<file path="config.mk">
export PLATFORM = sky130hd
export DESIGN_NAME = crc_protected_record_patcher
export DESIGN_NICKNAME = d
export VERILOG_FILES = /design/src/sv/crcpp_pkg.sv /design/src/sv/crc_protected_record_patcher.sv /design/src/sv/crcpp_rec_ram.sv
export SDC_FILE = /design/constraint.sdc
export NUM_CORES = 1
export LEC_CHECK = 0
export CAP_MARGIN = 20
export CELL_PAD_IN_SITES_DETAIL_PLACEMENT = 1
export CELL_PAD_IN_SITES_GLOBAL_PLACEMENT = 2
export CORE_UTILIZATION = 47
export CTS_BUF_LIST = sky130_fd_sc_hd__clkbuf_16
export DETAILED_ROUTE_END_ITERATION = 6
export DONT_BUFFER_PORTS = 1
export PLACE_DENSITY = 0.86
export SLEW_MARGIN = 0
export SYNTH_ARGS = -nofsm -noshare
export SYNTH_HDL_FRONTEND = slang
export SYNTH_SLANG_ARGS = --single-unit
</file>
<file path="constraint.sdc">
create_clock -name i_clk -period 12.9 [get_ports i_clk]
set_input_delay 2.58 -clock i_clk [delete_from_list [all_inputs] [get_ports i_clk]]
set_output_delay 2.58 -clock i_clk [all_outputs]
set_load 0.05 [all_outputs]
</file>
<file path="src/sv/crcpp_pkg.sv">
// ----------------------------------------------------------------------------
// CRC-8 record patcher package
// Function and status codes, register reset value and the CRC-8 byte step.
// ----------------------------------------------------------------------------
package crcpp_pkg;

    typedef logic [1:0] t_func;
    typedef logic [1:0] t_status;

    localparam t_func FUNC_LOAD  = 2'd0;
    localparam t_func FUNC_GET   = 2'd1;
    localparam t_func FUNC_SET   = 2'd2;
    localparam t_func FUNC_WRITE = 2'd3;

    localparam t_status ST_OK    = 2'd0;
    localparam t_status ST_BAD   = 2'd1;
    localparam t_status ST_RANGE = 2'd2;

    localparam logic [3:0] FLAGS_OFFSET_RESET = 4'd11;
    localparam logic [7:0] CRC_POLY           = 8'h07;

    function automatic logic [7:0] crc8_byte(input logic [7:0] crc, input logic [7:0] data);
        logic [7:0] c;
        c = crc ^ data;
        for (int b = 0; b < 8; b++) begin
            c = c[7] ? ((c << 1) ^ CRC_POLY) : (c << 1);
        end
        return c;
    endfunction

endpackage

</file>
<file path="src/sv/crc_protected_record_patcher.sv">
// ----------------------------------------------------------------------------
// CRC-8 protected record patcher
// Loads a record byte by byte, checks its CRC-8, reads and patches the flags
// word or single bytes, and streams the whole record back after a change.
// ----------------------------------------------------------------------------
//  channel | direction | handshake                 | payload
//  in      | input     | i_in_valid / o_in_ready   | func, byte_in, last_byte, offset,
//          |           |                           | flag_values, flag_mask
//  out     | output    | o_out_valid / i_out_ready | status, flags_out, byte_out,
//          |           |                           | write_out, last_out
//  cfg     | input     | i_cfg_valid / o_cfg_ready | flags_offset (i_cfg_data)
//
//  One item at a time; the record RAM read port walks one byte per cycle unless the output stalls.
//  Synchronous active-low reset; the record RAM has no reset and needs no pass.
//  A stalled output holds the write-back walk; the next item is taken while
//  the final result still waits.
// ----------------------------------------------------------------------------
module crc_protected_record_patcher #(
    parameter int RECORD_MAX = 16
) (
    input  logic               i_clk,
    input  logic               i_rst_n,
    input  logic               i_cfg_valid,
    output logic               o_cfg_ready,
    input  logic [3:0]         i_cfg_data,
    input  logic               i_in_valid,
    output logic               o_in_ready,
    input  crcpp_pkg::t_func   i_func,
    input  logic [7:0]         i_byte_in,
    input  logic               i_last_byte,
    input  logic [3:0]         i_offset,
    input  logic [31:0]        i_flag_values,
    input  logic [31:0]        i_flag_mask,
    output logic               o_out_valid,
    input  logic               i_out_ready,
    output crcpp_pkg::t_status o_status,
    output logic [31:0]        o_flags_out,
    output logic [7:0]         o_byte_out,
    output logic               o_write_out,
    output logic               o_last_out
);

    import crcpp_pkg::*;

    localparam int IW = $clog2(RECORD_MAX);
    localparam int LW = $clog2(RECORD_MAX + 2);
    localparam int CW = (LW > 5) ? LW : 5;

    localparam logic [2:0] S_IDLE   = 3'd0;
    localparam logic [2:0] S_WSTART = 3'd1;
    localparam logic [2:0] S_WALK   = 3'd2;
    localparam logic [2:0] S_FRD    = 3'd3;
    localparam logic [2:0] S_FCHK   = 3'd4;
    localparam logic [2:0] S_FWR    = 3'd5;
    localparam logic [2:0] S_BRD    = 3'd6;
    localparam logic [2:0] S_RESP   = 3'd7;

    logic [2:0]    r_state, n_state;
    logic [LW-1:0] r_cnt, n_cnt;
    logic [LW-1:0] r_len, n_len;
    logic          r_good, n_good;
    logic [3:0]    r_fo;
    logic [IW-1:0] r_idx, n_idx;
    logic [1:0]    r_k, n_k;
    logic [7:0]    r_crc, n_crc;
    logic [31:0]   r_word, n_word;
    t_status       r_status, n_status;
    logic          r_wb, n_wb;
    logic          r_set, n_set;
    logic [31:0]   r_mask, n_mask;
    logic [31:0]   r_nflags, n_nflags;
    logic [7:0]    r_byte, n_byte;
    logic [3:0]    r_offset, n_offset;

    logic          r_out_valid;
    t_status       r_o_status;
    logic [31:0]   r_o_flags;
    logic [7:0]    r_o_byte;
    logic          r_o_write;
    logic          r_o_last;

    logic          out_load;
    t_status       out_status;
    logic [31:0]   out_flags;
    logic [7:0]    out_byte;
    logic          out_write;
    logic          out_last;

    logic          ram_we;
    logic [IW-1:0] ram_waddr;
    logic [7:0]    ram_wdata;
    logic          ram_re;
    logic [IW-1:0] ram_raddr;
    logic [7:0]    ram_rdata;

    logic          w_free;
    logic          w_last;
    logic [LW-1:0] w_cnt_inc;
    logic [31:0]   w_nw;

    crcpp_rec_ram #(
        .DEPTH (RECORD_MAX)
    ) u_ram (
        .i_clk   (i_clk),
        .i_we    (ram_we),
        .i_waddr (ram_waddr),
        .i_wdata (ram_wdata),
        .i_re    (ram_re),
        .i_raddr (ram_raddr),
        .o_rdata (ram_rdata)
    );

    assign o_cfg_ready = 1'b1;
    assign o_in_ready  = (r_state == S_IDLE);
    assign w_free      = !r_out_valid || i_out_ready;
    assign w_last      = (r_idx == IW'(r_len - LW'(1)));
    assign w_cnt_inc   = (r_cnt <= LW'(RECORD_MAX)) ? (r_cnt + LW'(1)) : r_cnt;
    assign w_nw        = (r_word & ~r_mask) | (r_nflags & r_mask);

    always_comb begin
        n_state    = r_state;
        n_cnt      = r_cnt;
        n_len      = r_len;
        n_good     = r_good;
        n_idx      = r_idx;
        n_k        = r_k;
        n_crc      = r_crc;
        n_word     = r_word;
        n_status   = r_status;
        n_wb       = r_wb;
        n_set      = r_set;
        n_mask     = r_mask;
        n_nflags   = r_nflags;
        n_byte     = r_byte;
        n_offset   = r_offset;
        ram_we     = 1'b0;
        ram_waddr  = '0;
        ram_wdata  = '0;
        ram_re     = 1'b0;
        ram_raddr  = '0;
        out_load   = 1'b0;
        out_status = ST_OK;
        out_flags  = '0;
        out_byte   = '0;
        out_write  = 1'b0;
        out_last   = 1'b0;
        case (r_state)
            S_IDLE: begin
                if (i_in_valid) begin
                    n_word = '0;
                    if (i_func == FUNC_LOAD) begin
                        n_good = 1'b0;
                        if (r_cnt < LW'(RECORD_MAX)) begin
                            ram_we    = 1'b1;
                            ram_waddr = IW'(r_cnt);
                            ram_wdata = i_byte_in;
                        end
                        if (!i_last_byte) begin
                            n_cnt = w_cnt_inc;
                        end else begin
                            n_len = w_cnt_inc;
                            n_cnt = '0;
                            if (w_cnt_inc > LW'(RECORD_MAX)) begin
                                n_status = ST_BAD;
                                n_state  = S_RESP;
                            end else begin
                                n_wb    = 1'b0;
                                n_state = S_WSTART;
                            end
                        end
                    end else if (!r_good) begin
                        n_status = ST_BAD;
                        n_state  = S_RESP;
                    end else if (i_func == FUNC_WRITE) begin
                        if (CW'(i_offset) >= CW'(r_len) - CW'(1)) begin
                            n_status = ST_RANGE;
                            n_state  = S_RESP;
                        end else begin
                            ram_re    = 1'b1;
                            ram_raddr = IW'(i_offset);
                            n_byte    = i_byte_in;
                            n_offset  = i_offset;
                            n_state   = S_BRD;
                        end
                    end else begin
                        if (CW'(r_len) < CW'(r_fo) + CW'(4)) begin
                            n_status = ST_BAD;
                            n_state  = S_RESP;
                        end else begin
                            ram_re    = 1'b1;
                            ram_raddr = IW'(r_fo);
                            n_k       = 2'd0;
                            n_set     = (i_func == FUNC_SET);
                            n_mask    = i_flag_mask;
                            n_nflags  = i_flag_values;
                            n_state   = S_FRD;
                        end
                    end
                end
            end
            S_WSTART: begin
                ram_re    = 1'b1;
                ram_raddr = '0;
                n_idx     = '0;
                n_crc     = '0;
                n_state   = S_WALK;
            end
            S_WALK: begin
                if (!r_wb) begin
                    if (w_last) begin
                        n_good   = (ram_rdata == r_crc);
                        n_status = (ram_rdata == r_crc) ? ST_OK : ST_BAD;
                        n_word   = '0;
                        n_state  = S_RESP;
                    end else begin
                        n_crc     = crc8_byte(r_crc, ram_rdata);
                        n_idx     = r_idx + IW'(1);
                        ram_re    = 1'b1;
                        ram_raddr = r_idx + IW'(1);
                    end
                end else if (w_free) begin
                    out_load  = 1'b1;
                    out_write = 1'b1;
                    out_last  = w_last;
                    if (w_last) begin
                        out_byte  = r_crc;
                        ram_we    = 1'b1;
                        ram_waddr = r_idx;
                        ram_wdata = r_crc;
                        n_state   = S_IDLE;
                    end else begin
                        out_byte  = ram_rdata;
                        n_crc     = crc8_byte(r_crc, ram_rdata);
                        n_idx     = r_idx + IW'(1);
                        ram_re    = 1'b1;
                        ram_raddr = r_idx + IW'(1);
                    end
                end
            end
            S_FRD: begin
                n_word = {ram_rdata, r_word[31:8]};
                if (r_k != 2'd3) begin
                    ram_re    = 1'b1;
                    ram_raddr = IW'(CW'(r_fo) + CW'(r_k) + CW'(1));
                    n_k       = r_k + 2'd1;
                end else begin
                    n_state = S_FCHK;
                end
            end
            S_FCHK: begin
                n_status = ST_OK;
                if (!r_set) begin
                    n_state = S_RESP;
                end else if (w_nw == r_word) begin
                    n_word  = '0;
                    n_state = S_RESP;
                end else begin
                    n_word  = w_nw;
                    n_k     = 2'd0;
                    n_state = S_FWR;
                end
            end
            S_FWR: begin
                ram_we    = 1'b1;
                ram_waddr = IW'(CW'(r_fo) + CW'(r_k));
                ram_wdata = r_word[7:0];
                n_word    = {8'h00, r_word[31:8]};
                n_k       = r_k + 2'd1;
                if (r_k == 2'd3) begin
                    n_wb    = 1'b1;
                    n_state = S_WSTART;
                end
            end
            S_BRD: begin
                if (ram_rdata == r_byte) begin
                    n_status = ST_OK;
                    n_state  = S_RESP;
                end else begin
                    ram_we    = 1'b1;
                    ram_waddr = IW'(r_offset);
                    ram_wdata = r_byte;
                    n_wb      = 1'b1;
                    n_state   = S_WSTART;
                end
            end
            S_RESP: begin
                if (w_free) begin
                    out_load   = 1'b1;
                    out_status = r_status;
                    out_flags  = r_word;
                    out_last   = 1'b1;
                    n_state    = S_IDLE;
                end
            end
            default: begin
                n_state = S_IDLE;
            end
        endcase
    end

    always_ff @(posedge i_clk) begin
        if (!i_rst_n) begin
            r_state     <= S_IDLE;
            r_cnt       <= '0;
            r_len       <= '0;
            r_good      <= 1'b0;
            r_fo        <= FLAGS_OFFSET_RESET;
            r_out_valid <= 1'b0;
        end else begin
            r_state <= n_state;
            r_cnt   <= n_cnt;
            r_len   <= n_len;
            r_good  <= n_good;
            if (i_cfg_valid) begin
                r_fo <= i_cfg_data;
            end
            if (out_load) begin
                r_out_valid <= 1'b1;
            end else if (i_out_ready) begin
                r_out_valid <= 1'b0;
            end
        end
    end

    always_ff @(posedge i_clk) begin
        r_idx    <= n_idx;
        r_k      <= n_k;
        r_crc    <= n_crc;
        r_word   <= n_word;
        r_status <= n_status;
        r_wb     <= n_wb;
        r_set    <= n_set;
        r_mask   <= n_mask;
        r_nflags <= n_nflags;
        r_byte   <= n_byte;
        r_offset <= n_offset;
        if (out_load) begin
            r_o_status <= out_status;
            r_o_flags  <= out_flags;
            r_o_byte   <= out_byte;
            r_o_write  <= out_write;
            r_o_last   <= out_last;
        end
    end

    assign o_out_valid = r_out_valid;
    assign o_status    = r_o_status;
    assign o_flags_out = r_o_flags;
    assign o_byte_out  = r_o_byte;
    assign o_write_out = r_o_write;
    assign o_last_out  = r_o_last;

endmodule

</file>
<file path="src/sv/crcpp_rec_ram.sv">
// ----------------------------------------------------------------------------
// Record byte store
// Simple dual-port RAM, one write and one registered read per cycle.
// ----------------------------------------------------------------------------
module crcpp_rec_ram #(
    parameter int DEPTH = 16,
    localparam int AW = $clog2(DEPTH)
) (
    input  logic          i_clk,
    input  logic          i_we,
    input  logic [AW-1:0] i_waddr,
    input  logic [7:0]    i_wdata,
    input  logic          i_re,
    input  logic [AW-1:0] i_raddr,
    output logic [7:0]    o_rdata
);

    logic [7:0] mem [DEPTH];
    logic [7:0] r_rdata;

    always_ff @(posedge i_clk) begin
        if (i_we) begin
            mem[i_waddr] <= i_wdata;
        end
        if (i_re) begin
            r_rdata <= mem[i_raddr];
        end
    end

    assign o_rdata = r_rdata;

endmodule
</file>
Word level (Yosys, flattened, before mapping)
Memory sizes are Yosys's and may differ from the RTL's. A register that Yosys moved wholly into a read port is not among the register bits.
Cells that the tools add are included.
Widths: inputs -> output; s select.
{"block": "classes", "n_bitwise": 17, "n_addsub": 7, "order_cmp": 5, "eq_ne": 40, "n_reduce_logical": 24, "muxes": 134}
{"operator": "$mux 32", "n": 5}
{"operator": "$pmux 32 s5", "n": 1}
{"operator": "$mux 8", "n": 11}
{"operator": "$mux 4", "n": 20}
{"operator": "$mux 3", "n": 23}
{"operator": "$and 32x32->32", "n": 2}
{"operator": "$mux 2", "n": 21}
{"operator": "$mux 1", "n": 37}
{"operator": "$eq 32x32->1", "n": 1}
{"operator": "$ne 2x2->1 const B", "n": 16}
{"operator": "$not 32->32", "n": 1}
{"operator": "$or 32x32->32", "n": 1}
{"operator": "$pmux 8 s4", "n": 1}
{"operator": "$not 3->3", "n": 8}
{"operator": "$pmux 3 s8", "n": 1}
{"operator": "$reduce_and 9->1", "n": 2}
{"operator": "$eq 8x8->1", "n": 2}
{"operator": "$pmux 2 s4", "n": 2}
{"operator": "$pmux 4 s4", "n": 1}
{"operator": "$pmux 8 s2", "n": 1}
{"operator": "$eq 3x3->1 const B", "n": 4}
{"operator": "$ne 3x3->1 const B", "n": 4}
{"operator": "$pmux 4 s3", "n": 1}
{"operator": "$reduce_and 6->1", "n": 2}
{"operator": "40 further kinds", "n": 59}
{"block": "word_totals", "mem_count": 1, "in_bits": 88, "reg_bits": 189, "ram_bits": 128}
{"name": "u_ram.mem", "words": 16, "width": 8, "read_ports": 1, "rd_clocked_by_memory_dff": 1, "write_ports": 1, "line": "crcpp_rec_ram.sv:18", "text": "logic [7:0] mem [DEPTH];"}

Longest topological paths before layout
Gate-level depths: netlist of the first run.
{"block": "depth", "word_depth": 21, "depth_mapped": 16, "depth_no_buf": 13}

Hierarchy
From an unflattened synthesis of the first run, not the netlist that was laid out.
{"block": "unflattened", "hier_cells": 991, "area_unflattened_um2": 14610.3}
{"module": "crc_protected_record_patcher", "n_inst": 1, "cells_per_inst": 762, "seq_area_each_um2": 5485.3, "area_each_um2": 9382.7}
{"module": "crcpp_rec_ram", "n_inst": 1, "cells_per_inst": 229, "seq_area_each_um2": 4083.9, "area_each_um2": 5227.5}

Worst setup path before layout of the first run
Ideal clock, no wire load.
{"block": "synth_path", "kind": "input -> register", "startpoint": "input i_func[0]", "endpoint": "register u_ram.r_rdata[0] (netlist: u_ram.o_rdata[0]) (read register of u_ram.mem), data pin", "path_buffers": 1, "arrival_ns": 7.841, "path_stages": 11, "required_ns": 12.632, "path_slack_ns": 4.791, "path_cell_list": "inv_1 -> ha_1 -> nor3b_1 -> and3_1 -> a22oi_1 -> nor2_1 -> a221oi_1 -> and2_1 -> clkbuf_1 -> a22oi_1 -> o211ai_1"}
{"block": "synth_via", "elab_chain_cells": 6}
{"element": "from (decl)", "line": "crc_protected_record_patcher.sv:28", "text": "input crcpp_pkg::t_func i_func,"}
{"element": "$eq 2x2->1", "line": "crc_protected_record_patcher.sv:174", "text": "end else if (i_func == FUNC_WRITE) begin"}
{"element": "$mux 1 / $mux 4 (equally long branches)", "line": "crc_protected_record_patcher.sv:174"}
{"element": "$mux 1 / $mux 4 (equally long branches)", "line": "crc_protected_record_patcher.sv:171", "text": "end else if (!r_good) begin"}
{"element": "$mux 1 / $mux 4 (equally long branches)", "line": "crc_protected_record_patcher.sv:151", "text": "if (i_func == FUNC_LOAD) begin"}
{"element": "$mux 1 / $mux 4 (equally long branches)", "line": "crc_protected_record_patcher.sv:149", "text": "if (i_in_valid) begin"}
{"element": "$pmux 1 s4 / $pmux 4 s3 (equally long branches)", "line": "crc_protected_record_patcher.sv:147", "text": "case (r_state)"}
{"element": "to (decl)", "line": "crcpp_rec_ram.sv:19", "text": "logic [7:0] r_rdata;"}
Several ways; a longest one is shown, not always the timed one.
A chain may end at the register's enable or synchronous reset.

Final worst setup path of the first run
{"block": "layout_path", "startpoint": "input i_offset[0]", "endpoint": "register u_ram.r_rdata[0] (netlist: u_ram.o_rdata[0]) (read register of u_ram.mem), data pin"}
{"block": "layout_via", "elab_chain_cells": 7}
{"element": "from (decl)", "line": "crc_protected_record_patcher.sv:31", "text": "input logic [3:0] i_offset,"}
{"element": "$ge 4x5->1", "line": "crc_protected_record_patcher.sv:175", "text": "if (CW'(i_offset) >= CW'(r_len) - CW'(1)) begin"}
{"element": "$mux 1 / $mux 4 (equally long branches)", "line": "crc_protected_record_patcher.sv:175"}
{"element": "$mux 1 / $mux 4 (equally long branches)", "line": "crc_protected_record_patcher.sv:174"}
{"element": "$mux 1 / $mux 4 (equally long branches)", "line": "crc_protected_record_patcher.sv:171"}
{"element": "$mux 1 / $mux 4 (equally long branches)", "line": "crc_protected_record_patcher.sv:151"}
{"element": "$mux 1 / $mux 4 (equally long branches)", "line": "crc_protected_record_patcher.sv:149"}
{"element": "$pmux 1 s4 / $pmux 4 s3 (equally long branches)", "line": "crc_protected_record_patcher.sv:147"}
Several ways; a longest one is shown, not always the timed one.

==> results.yml, run 1 <==
logic_synthesis:
  synth_top_area_share_pct: 62.5
  syn_inst: 1160
  synth_area_leaders: "edfxtp_1 62%, nand2_1 5.2%, mux2i_1 3.1%, dfxtp_1 2.6%, xor2_1 2.6%"
  synth_area_leader_cell: "edfxtp_1"
  yosysWarnings: 0
  ys_seq_area_share_pct: 65.1
  synthArstFlopShare_pct: 0
  ys_ff_latch: 325
  syn_area_sq_um: 14700
  syn-num-nets: 1274
  synth_edf_count: 306
  synth_flop_cell: "edfxtp_1"
  avgSynthCellArea_sq_um: 12.7
  ys_types: 67
global_route:
  grt_use_total_pct: 24.5
  grt_pass1_wl_um: 58600
  grt_max_degree: 67
  grt_pass1_vias: 9806
  grt_remaining_overflow: 0
  antenna_found_initial: 1
power_and_ir_drop:
  p_sw_mw: 1.31
  vdd_drop_max_v: 0.000107
  p_seq_share_pct: 45.4
  pwr-share-clk_pct: 27.2
  swShare_pct: 36.0
  p_int_mw: 2.34
  p_comb_share_pct: 27.4
  p_per_area_nw_per_um2: 224
  leakagePower_nw: 5.73
placement:
  dp_hpwl_um: 27100
  place_inst: 1515
  dp_slack_ns: 6.64
  gp_congestion: 0.832
  io_buffer_count: 0
cts:
  post_cts_buffers: 0
  ctsResizeCount: 0
  cts_buffer_depth: 3
  cts_num_sinks: 325
  cts-buffers-inserted: 37
  clk_pin_slew_worst_paths_ns: 0.06
  cts_max_level: 2
  clk_latency_ns: 0.52
  postCtsHoldBufs: 0
  cts-root-buf: "clkbuf_16"
  cts_tree: "yes"
cells_and_area:
  drive_above_1_share_pct: 7.84
  seqCellArea_sq_um: 9570
  fin_cells: 1582
  nNetsFinal: 1273
  fillCellCount: 3060
  diodes: 0
  multi_input_area_sq_um: 4830
  syn_to_final_growth_pct: 10.7
  fin_util_pct: 53.1
critical_path:
  critical_path_required_ns: 13.25
  cp_max_fo: 60
  rr_endpoint: "u_ram.mem[6][3]"
  arrival_ns: 6.07
  cpPeakStageDelay_ns: 0.87
  startpoint_type: "input port"
  crit_chain: "inv_1, ha_1, nand2b_1, a2111o_1, a311oi_4, a221o_1, a21o_1, buf_4, nand2_1, a32oi_1, a22oi_1, o211ai_1"
  path_buf_inv: 2
  critPathSlowestCell: "a311oi_4"
  reg2regPathDepth: 8
  worst_path_dominant_cell_family: "compound AO/OA/AOI/OAI gates"
  crit_path_end_kind: "register"
  regToRegSetupSlack_ns: 7.75
  crit_type: "in -> reg"
  timing.rr.start: "r_state[1]"
die:
  die_area_sq_um: 32000
  rows: 64
  pin_count: 135
  core_sq_um: 30700
  start_util_pct: 48.0
  dieHeight_um: 179
  die_w_um: 179
sta:
  timing.final.crit_period_ns: 5.73
  maxSlewViolCount: 0
  fmax_mhz: 175
  slew_headroom_pct: 26.8
  setup_ws_ns: 7.17
  fin_worst_skew_ns: 0.0101
  rsz0062_at_grt: "no"
  max_slew.worst_pin.slew_ns: 1.09
  setup_viol_count_final: 0
  hold_viol_final: 0
  fin_tns_setup_ns: 0
  min_period_over_period_pct: 44.4
routing:
  drtPass1Iterations: 5
  vias_per_cell: 6.03
  vias: 9543
  routed_wl_um: 38900
  drt_iter0_markers: 896
  ant_nets: 0
  drc: 0
  wl_per_cell_um: 24.6
worst_hold_path:
  min_from: "r_status[0]"
  min_to: "o_status[0]"
  hold_path_class: "reg -> reg"
  hold_depth: 1
run_status:
  status: "finished, final reports clean"
job:
  drv_cap: 0
[state kept, by name (all words and copies together), names as in the netlist, 2 cells and up]
| name | flops |
|---|---|
| o_byte_out | 8 |
| o_flags_out | 32 |
| o_status | 2 |
| r_byte | 8 |
| r_cnt | 5 |
| r_crc | 8 |
| r_fo | 4 |
| r_idx | 4 |
| r_k | 2 |
| r_len | 5 |
| r_mask | 32 |
| r_nflags | 32 |
| r_offset | 4 |
| r_state | 3 |
| r_status | 2 |
| r_word | 32 |
| u_ram.mem | 128 |
| u_ram.o_rdata | 8 |
[metal layers]
metal | track usage (%) | wire length [um] | share of wire, %
met5 | 0 | 13 | 0.033
met4 | 8.40 | 1040 | 2.7
met3 | 5.13 | 2480 | 6.4
met2 | 41.0 | 19000 | 49
met1 | 31.4 | 16300 | 42
[cells by family (layout without fill, tap and decap cells)]
family / Yosys count / after routing / share of synthesized area, %
AO/OA/AOI/OAI: 241 / 241 / 11.2
XOR/XNOR: 74 / 74 / 4.55
adder cells (fa/ha/maj): 26 / 26 / 2.26
buffers and inverters: 86 / 112 / 2.47
flip-flops: 325 / 325 / 65.1
multiplexers: 46 / 46 / 3.13
other: 1 / 1 / 0.0255
AND/OR/NAND/NOR: 361 / 361 / 11.3
[worst register-to-register path, delay by kind of cell, from the launching register on]
family,cells,cell delay (ns)
flip-flops,1,0.87
AND/OR/NAND/NOR,8,3.89
[synth_stat cells, types with 19 or more instances]
master / n
a21oi_1: 72
a22oi_1: 21
a32oi_1: 22
and2_1: 38
buf_2: 20
clkbuf_1: 32
dfxtp_1: 19
edfxtp_1: 306
ha_1: 25
inv_1: 25
mux2i_1: 46
nand2_1: 205
nor2_1: 38
o21ai_0: 46
xnor2_1: 29
xor2_1: 43
[worst max-delay path by stage]
stage / slack, ns / cells after the start / end / start
6_report: 7.17 / 12 / u_ram.o_rdata[0] / i_offset[0]
5_1_grt: 6.97 / 12 / u_ram.o_rdata[0] / i_offset[0]
4_1_cts: 7.15 / 12 / u_ram.o_rdata[0] / i_offset[0]
3_5_place_dp: 6.64 / 12 / u_ram.o_rdata[0] / i_offset[0]
3_3_place_gp: 6.83 / 12 / u_ram.o_rdata[3] / i_offset[0]
2_1_floorplan: 4.79 / 11 / u_ram.o_rdata[0] / i_func[0]
[final cells by class]
type                       count  share of cell area [%]
clock buffer                  38                    5.84
clock inverter                28                    1.18
inverter                      27                   0.623
multi-input combinational    749                    29.7
sequential                   325                    58.8
tap                          396                    3.04
timing repair buffer          19                   0.861
[stage by stage]
stage	cell area (sq um)	hold slack, ns	power, mW
final	16300	0.523	3.65
after detailed placement	15100	0.515	2.67
after global placement	15100	0.513	2.62
after global routing	16300	0.544	3.83
after floorplan	14700	0.497	2.35
after CTS	16300	0.529	3.67
[placed cells by master, fill, tap and decap left out, types with 3 or more instances in the layout]
cell type | Yosys | layout
a31oi_1 | 4 | 4
xor2_1 | 43 | 43
dfxtp_1 | 19 | 19
o211ai_1 | 10 | 10
ha_1 | 25 | 25
clkinv_1 | 1 | 7
nand4_1 | 5 | 5
nor3_1 | 12 | 11
and3_1 | 8 | 8
clkbuf_16 | 0 | 38
a21oi_1 | 72 | 71
a21o_1 | 4 | 4
a211oi_1 | 4 | 4
xnor2_1 | 29 | 29
a221oi_1 | 5 | 4
clkinv_2 | 0 | 11
a222oi_1 | 10 | 10
nor2_1 | 38 | 37
edfxtp_1 | 306 | 306
o22ai_1 | 6 | 6
nand2b_1 | 7 | 7
nor2b_1 | 7 | 7
nand2_1 | 205 | 204
o21ai_1 | 3 | 3
o21ai_0 | 46 | 46
a22oi_1 | 21 | 21
nand3_1 | 12 | 12
nor3b_1 | 3 | 3
a32o_1 | 7 | 7
mux2i_1 | 46 | 46
buf_4 | 2 | 18
nand3b_1 | 6 | 6
a32oi_1 | 22 | 22
a221oi_2 | 3 | 3
or3_1 | 6 | 6
a22o_1 | 5 | 5
inv_1 | 25 | 31
nor4_1 | 5 | 4
and2_1 | 38 | 38
[power groups by stage]
stage | logic (mW) | registers, mW | clock network [mW]
5_1_grt | 1.11 | 1.68 | 1.05
4_1_cts | 1.00 | 1.66 | 1.01
6_report | 0.999 | 1.66 | 0.993
2_1_floorplan | 0.769 | 1.59 | 0
3_5_place_dp | 0.991 | 1.68 | 0
3_3_place_gp | 0.952 | 1.67 | 0
No activity file was read; power rests on OpenSTA's default activity.
==> inputs of run 2 (changes only) <==
--- a/config.mk
+++ b/config.mk
@@ -5,14 +5,15 @@
 export SDC_FILE = /design/constraint.sdc
 export NUM_CORES = 1
 export LEC_CHECK = 0
+export ABC_AREA = 1
 export CAP_MARGIN = 20
 export CELL_PAD_IN_SITES_DETAIL_PLACEMENT = 1
 export CELL_PAD_IN_SITES_GLOBAL_PLACEMENT = 2
-export CORE_UTILIZATION = 47
+export CORE_UTILIZATION = 38
 export CTS_BUF_LIST = sky130_fd_sc_hd__clkbuf_16
 export DETAILED_ROUTE_END_ITERATION = 6
 export DONT_BUFFER_PORTS = 1
-export PLACE_DENSITY = 0.86
+export PLACE_DENSITY = 0.78
 export SLEW_MARGIN = 0
 export SYNTH_ARGS = -nofsm -noshare
 export SYNTH_HDL_FRONTEND = slang
==> constraint.sdc (replaced) <==
create_clock -name i_clk -period 4.9 [get_ports i_clk]
set_input_delay 0.98 -clock i_clk [delete_from_list [all_inputs] [get_ports i_clk]]
set_output_delay 0.98 -clock i_clk [all_outputs]
set_load 0.05 [all_outputs]
==> results.yml, run 2 <==
run_status:
  status: "finished, final reports clean"
global_route:
  grt_pass1_wl_um: 67000
  grt_pass1_vias: 11100
  grt_max_degree: 66
  antenna_found_initial: 2
  grt_remaining_overflow: 0
  grt_use_total_pct: 21.6
power_and_ir_drop:
  p_per_area_nw_per_um2: 572
  total_power_mw: 9.72
  leakagePower_nw: 6.80
  vdd_drop_max_v: 0.000251
cts:
  cts_max_level: 2
  cts-root-buf: "clkbuf_16"
  ctsResizeCount: 0
  clk_latency_ns: 0.56
  cts_num_sinks: 325
  post_cts_buffers: 0
  postCtsHoldBufs: 0
  clk_pin_slew_worst_paths_ns: 0.06
  cts_tree: "yes"
  cts-buffers-inserted: 38
  cts_buffer_depth: 3
logic_synthesis:
  ys_seq_area_share_pct: 62.3
  ys_types: 51
  syn_area_sq_um: 15400
  ys_ff_latch: 325
  yosysWarnings: 0
  yosysMostFrequentCell: "edfxtp_1"
  avgSynthCellArea_sq_um: 10.4
  syn_inst: 1474
  synth_area_leaders: "edfxtp_1 60%, nand3_1 6.4%, nand2_1 6.1%, inv_1 5.5%, dfxtp_1 2.5%"
  synthTopCellsByCount: "306 x edfxtp_1, 249 x nand2_1, 225 x inv_1"
  synthArstFlopShare_pct: 0
  synth_flop_cell: "edfxtp_1"
  synth_area_leader_cell: "edfxtp_1"
  syn-num-nets: 1588
  synth_edf_count: 306
  synth_top_area_share_pct: 59.8
critical_path:
  cp_max_fo: 17
  worstSetupStartpoint: "r_k[0]"
  crit_path_end_kind: "register"
  critical_path_required_ns: 5.21
  startpoint_type: "register"
  arrival_ns: 3.81
  crit_type: "reg -> reg"
  timing.rr.start: "r_k[0]"
sta:
  hold_slack_ns: 0.515
  max_slew.worst_pin.slew_ns: 1.12
  fin_worst_skew_ns: 0.0140
  fmax_mhz: 285
  slew_headroom_pct: 25.0
  setup_viol_count_final: 0
  maxSlewViolCount: 0
  fin_tns_setup_ns: 0
  rsz0062_at_grt: "no"
  hold_viol_final: 0
  min_period_over_period_pct: 71.6
  timing.final.crit_period_ns: 3.51
routing:
  drt_iter0_markers: 776
  drc: 0
  wl_per_cell_um: 21.5
  routed_wl_um: 43600
  vias_per_cell: 5.23
  ant_nets: 0
  drtPass1Iterations: 5
  vias: 10600
placement:
  place_area_sq_um: 15900
  dp_hpwl_um: 30700
  place_inst: 1968
  gp_congestion: 0.873
  io_buffer_count: 0
die:
  die_w_um: 203
  start_util_pct: 38.6
  dieHeight_um: 203
  die_area_sq_um: 41200
  rows: 73
  core_sq_um: 39800
  pin_count: 135
cells_and_area:
  final_area_sq_um: 17000
  regMostFlops: "u_ram.mem"
  layout_common_cells: "306 x edfxtp_1, 248 x nand2_1, 235 x inv_1, 195 x nand3_1, 98 x nor2_1"
  syn_to_final_growth_pct: 10.6
  seqCellArea_sq_um: 9570
  nNetsFinal: 1597
  fin_cells: 2033
  diodes: 0
  layout_commonest_cell: "edfxtp_1"
  multi_input_area_sq_um: 4630
  fillCellCount: 4414
  drive_above_1_share_pct: 7.23
  largest_reg_flops: 128
job:
  drv_cap: 0
worst_hold_path:
  min_from: "i_rst_n"
  hold_path_class: "in -> reg"
run 2: kinds of logic after synthesis:
group / Yosys count / share of synthesized area, %
flip-flops: 325 / 62.3
other: 1 / 0.0244
buffers and inverters: 284 / 7.90
AO/OA/AOI/OAI: 180 / 6.70
adder cells (fa/ha/maj): 26 / 2.17
XOR/XNOR: 44 / 2.51
AND/OR/NAND/NOR: 614 / 18.4
run 2: critical path, stage by stage (launching register included):
cell      delay [ns]
edfxtp_1        0.48
ha_1            0.27
fa_1            0.52
ha_1            0.23
xnor2_1         0.12
nand2_1         0.07
nand2_1         0.08
inv_1           0.08
nand2_1         0.06
nor2_2          0.65
buf_4           0.28
nand3_1         0.10
nand2_1         0.07
nand2_1         0.08
nand3_1         0.11
nand2_1         0.05
run 2: per-layer routing:
metal	global-route usage, %	part of all wire [%]
met1	28.0	44
met2	36.4	48
met3	4.32	5.4
met4	6.44	2.4
met5	0	0
run 2: final timing paths:
path | endpoint | slack [ns] | cells past startpoint
setup reg to reg | u_ram.o_rdata[0] | 1.39 | 15
hold / removal | r_fo[0] | 0.52 | 1
setup / recovery | u_ram.o_rdata[0] | 1.39 | 15
hold reg to reg | o_status[0] | 0.54 | 2
run 2: layout make-up:
| cell class | instances | area share (%) |
|---|---|---|
| clock buffer | 39 | 5.74 |
| clock inverter | 26 | 0.921 |
| inverter | 239 | 5.29 |
| multi-input combinational | 865 | 27.2 |
| sequential | 325 | 56.3 |
| tap | 525 | 3.87 |
| timing repair buffer | 14 | 0.619 |
run 2: where the power goes:
| group | switching, mW | leakage (nW) | internal (mW) |
|---|---|---|---|
| Clock | 1.13 | 0.594 | 1.49 |
| Combinational | 2.11 | 3.15 | 0.914 |
| Sequential | 0.408 | 3.06 | 3.66 |
run 2: metrics by stage:
stage	util, %	worst slack (ns)
floorplan	-	0.751
global placement	39.8	1.15
detailed placement	39.8	1.06
CTS	42.7	1.39
global route	42.7	1.08
finish	42.7	1.39
==> inputs of run 3 (changes only) <==
==> constraint.sdc (replaced) <==
create_clock -name i_clk -period 3.1 [get_ports i_clk]
set_input_delay 0.62 -clock i_clk [delete_from_list [all_inputs] [get_ports i_clk]]
set_output_delay 0.62 -clock i_clk [all_outputs]
set_load 0.05 [all_outputs]
==> results.yml, run 3 (same netlist as run 2, synthesis figures left out) <==
run_status:
  status: "finished, final reports clean"
worst_hold_path:
  min_from: "i_rst_n"
  hold_depth: 1
  hold_path_class: "in -> reg"
  min_to: "r_fo[3]"
critical_path:
  arrival_ns: 3.22
  crit_path_end_kind: "register"
  cpPeakStageDelay_ns: 0.50
  crit_type: "reg -> reg"
  crit_chain: "ha_1, fa_1, ha_1, xnor2_1, nand2_1, nand2_1, inv_1, nand2_1, nor2_2, buf_12, nand3_1, nand2_1, nand2_1, nand3_1, nand2_1"
  regToRegSetupSlack_ns: 0.18
  critical_path_required_ns: 3.40
  path_buf_inv: 2
  reg2regPathDepth: 15
  timing.rr.start: "r_k[0]"
  rr_endpoint: "u_ram.o_rdata[1]"
  worst_path_dominant_cell_family: "adder cells"
  startpoint_type: "register"
  worst-path-stages: 15
  critPathSlowestCell: "fa_1"
  cp_max_fo: 23
  crit_top_cell: "nand2_1"
sta:
  max_slew.worst_pin.slew_ns: 0.665
  timing.final.crit_period_ns: 2.92
  slew_headroom_pct: 55.5
  setup_ws_ns: 0.176
  rsz0062_at_grt: "yes"
  hold_slack_ns: 0.158
  fmax_mhz: 342
  min_period_over_period_pct: 94.3
  hold_viol_final: 0
  maxSlewViolCount: 0
  setup_viol_count_final: 0
  fin_worst_skew_ns: 0.0148
  fin_tns_setup_ns: 0
die:
  start_util_pct: 38.6
  pin_count: 135
  rows: 73
  dieHeight_um: 203
  core_sq_um: 39800
  die_w_um: 203
  die_area_sq_um: 41200
placement:
  io_buffer_count: 0
  gp_congestion: 0.827
  place_area_sq_um: 16400
  place_inst: 2009
  dp_slack_ns: 0.195
  dp_hpwl_um: 31400
cells_and_area:
  final_area_sq_um: 17600
  drive_above_1_share_pct: 10.5
  largest_reg_flops: 128
  syn_to_final_growth_pct: 14.5
  regMostFlops: "u_ram.mem"
  layout_common_cells: "306 x edfxtp_1, 247 x nand2_1, 238 x inv_1, 186 x nand3_1, 98 x nor2_1"
  nNetsFinal: 1641
  diodes: 0
  fin_cells: 2082
  fillCellCount: 4425
  layout_commonest_cell: "edfxtp_1"
global_route:
  grt_remaining_overflow: 0
  antenna_found_initial: 0
  grt_max_degree: 66
  grt_use_total_pct: 22.1
  grt_pass1_vias: 11200
  grt_pass1_wl_um: 68400
power_and_ir_drop:
  p_per_area_nw_per_um2: 897
  swShare_pct: 37.1
  p_int_mw: 9.92
  pwr-share-clk_pct: 26.2
  p_seq_share_pct: 40.7
  p_comb_share_pct: 33.1
  p_sw_mw: 5.86
  leakagePower_nw: 7.14
  vdd_drop_max_v: 0.000369
cts:
  clk_latency_ns: 0.55
  cts_buffer_depth: 3
  cts_num_sinks: 325
  cts-buffers-inserted: 39
  clk_pin_slew_worst_paths_ns: 0.06
  cts-root-buf: "clkbuf_16"
  cts_tree: "yes"
  cts_max_level: 2
  postCtsHoldBufs: 0
routing:
  wl_per_cell_um: 21.9
  ant_nets: 0
  routed_wl_um: 45600
  vias_per_cell: 5.25
  vias: 10900
  drtPass1Iterations: 4
  drc: 0
  drt_iter0_markers: 732
job:
  drv_cap: 0
-- run 3: what timing repair did --
| item | CTS | global route |
|---|---|---|
| setup endpoints to repair | 0 | 27 |
| gates resized for setup | 0 | 4 |
| buffers inserted | 0 | 0 |
-- run 3: per-stage QoR --
step | utilization, % | power, mW
after CTS | 44.0 | 15.8
final | 44.2 | 15.8
after floorplan | - | 9.81
after global routing | 44.2 | 16.6
after detailed placement | 41.1 | 11.6
after global placement | 41.1 | 11.5
-- run 3: worst reg2reg max path, cell delays in order (launching register included) --
cell and delay [ns]:
edfxtp_1 0.48, ha_1 0.27, fa_1 0.50, ha_1 0.22, xnor2_1 0.12, nand2_1 0.06
nand2_1 0.07, inv_1 0.07, nand2_1 0.07, nor2_2 0.15, buf_12 0.19, nand3_1 0.11
nand2_1 0.07, nand2_1 0.05, nand3_1 0.17, nand2_1 0.08
-- run 3: worst max-delay path by stage --
stage	start	endpoint	slack [ns]
finish	r_k[0]	u_ram.o_rdata[1]	0.18
global route	r_len[0]	u_ram.o_rdata[4]	-0.005
CTS	u_ram.o_rdata[0]	u_ram.mem[4][5]	0.15
detailed placement	u_ram.o_rdata[0]	u_ram.mem[4][5]	0.19
global placement	r_len[1]	u_ram.o_rdata[5]	0.27
floorplan	r_fo[2]	u_ram.o_rdata[0]	-0.66
-- run 3: power groups by stage --
stage	registers [mW]	logic [mW]	clock network, mW
after floorplan	6.31	3.51	0
after global placement	6.47	5.05	0
after detailed placement	6.49	5.15	0
after CTS	6.41	5.19	4.24
after global routing	6.46	5.77	4.38
final	6.42	5.22	4.13
-- run 3: area by class of cell --
| class | count | area, sq um | share of cell area (%) |
|---|---|---|---|
| Clock buffer | 41 | 1030 | 5.83 |
| Clock inverter | 30 | 121 | 0.690 |
| Inverter | 239 | 907 | 5.16 |
| Multi-Input combinational cell | 865 | 4670 | 26.6 |
| Sequential cell | 325 | 9580 | 54.4 |
| Tap cell | 525 | 657 | 3.73 |
| Timing Repair Buffer | 57 | 629 | 3.58 |
-- run 3: layer usage --
metal | routed length [um] | part of all wire (%) | vias up | global-route usage [%]
met2 | 22300 | 49 | 259 | 37.6
met1 | 19700 | 43 | 5443 | 27.9
li1 | - | - | 5152 | -
met5 | 0 | 0 | - | 0
met4 | 1230 | 2.7 | 0 | 7.33
met3 | 2420 | 5.3 | 72 | 4.45
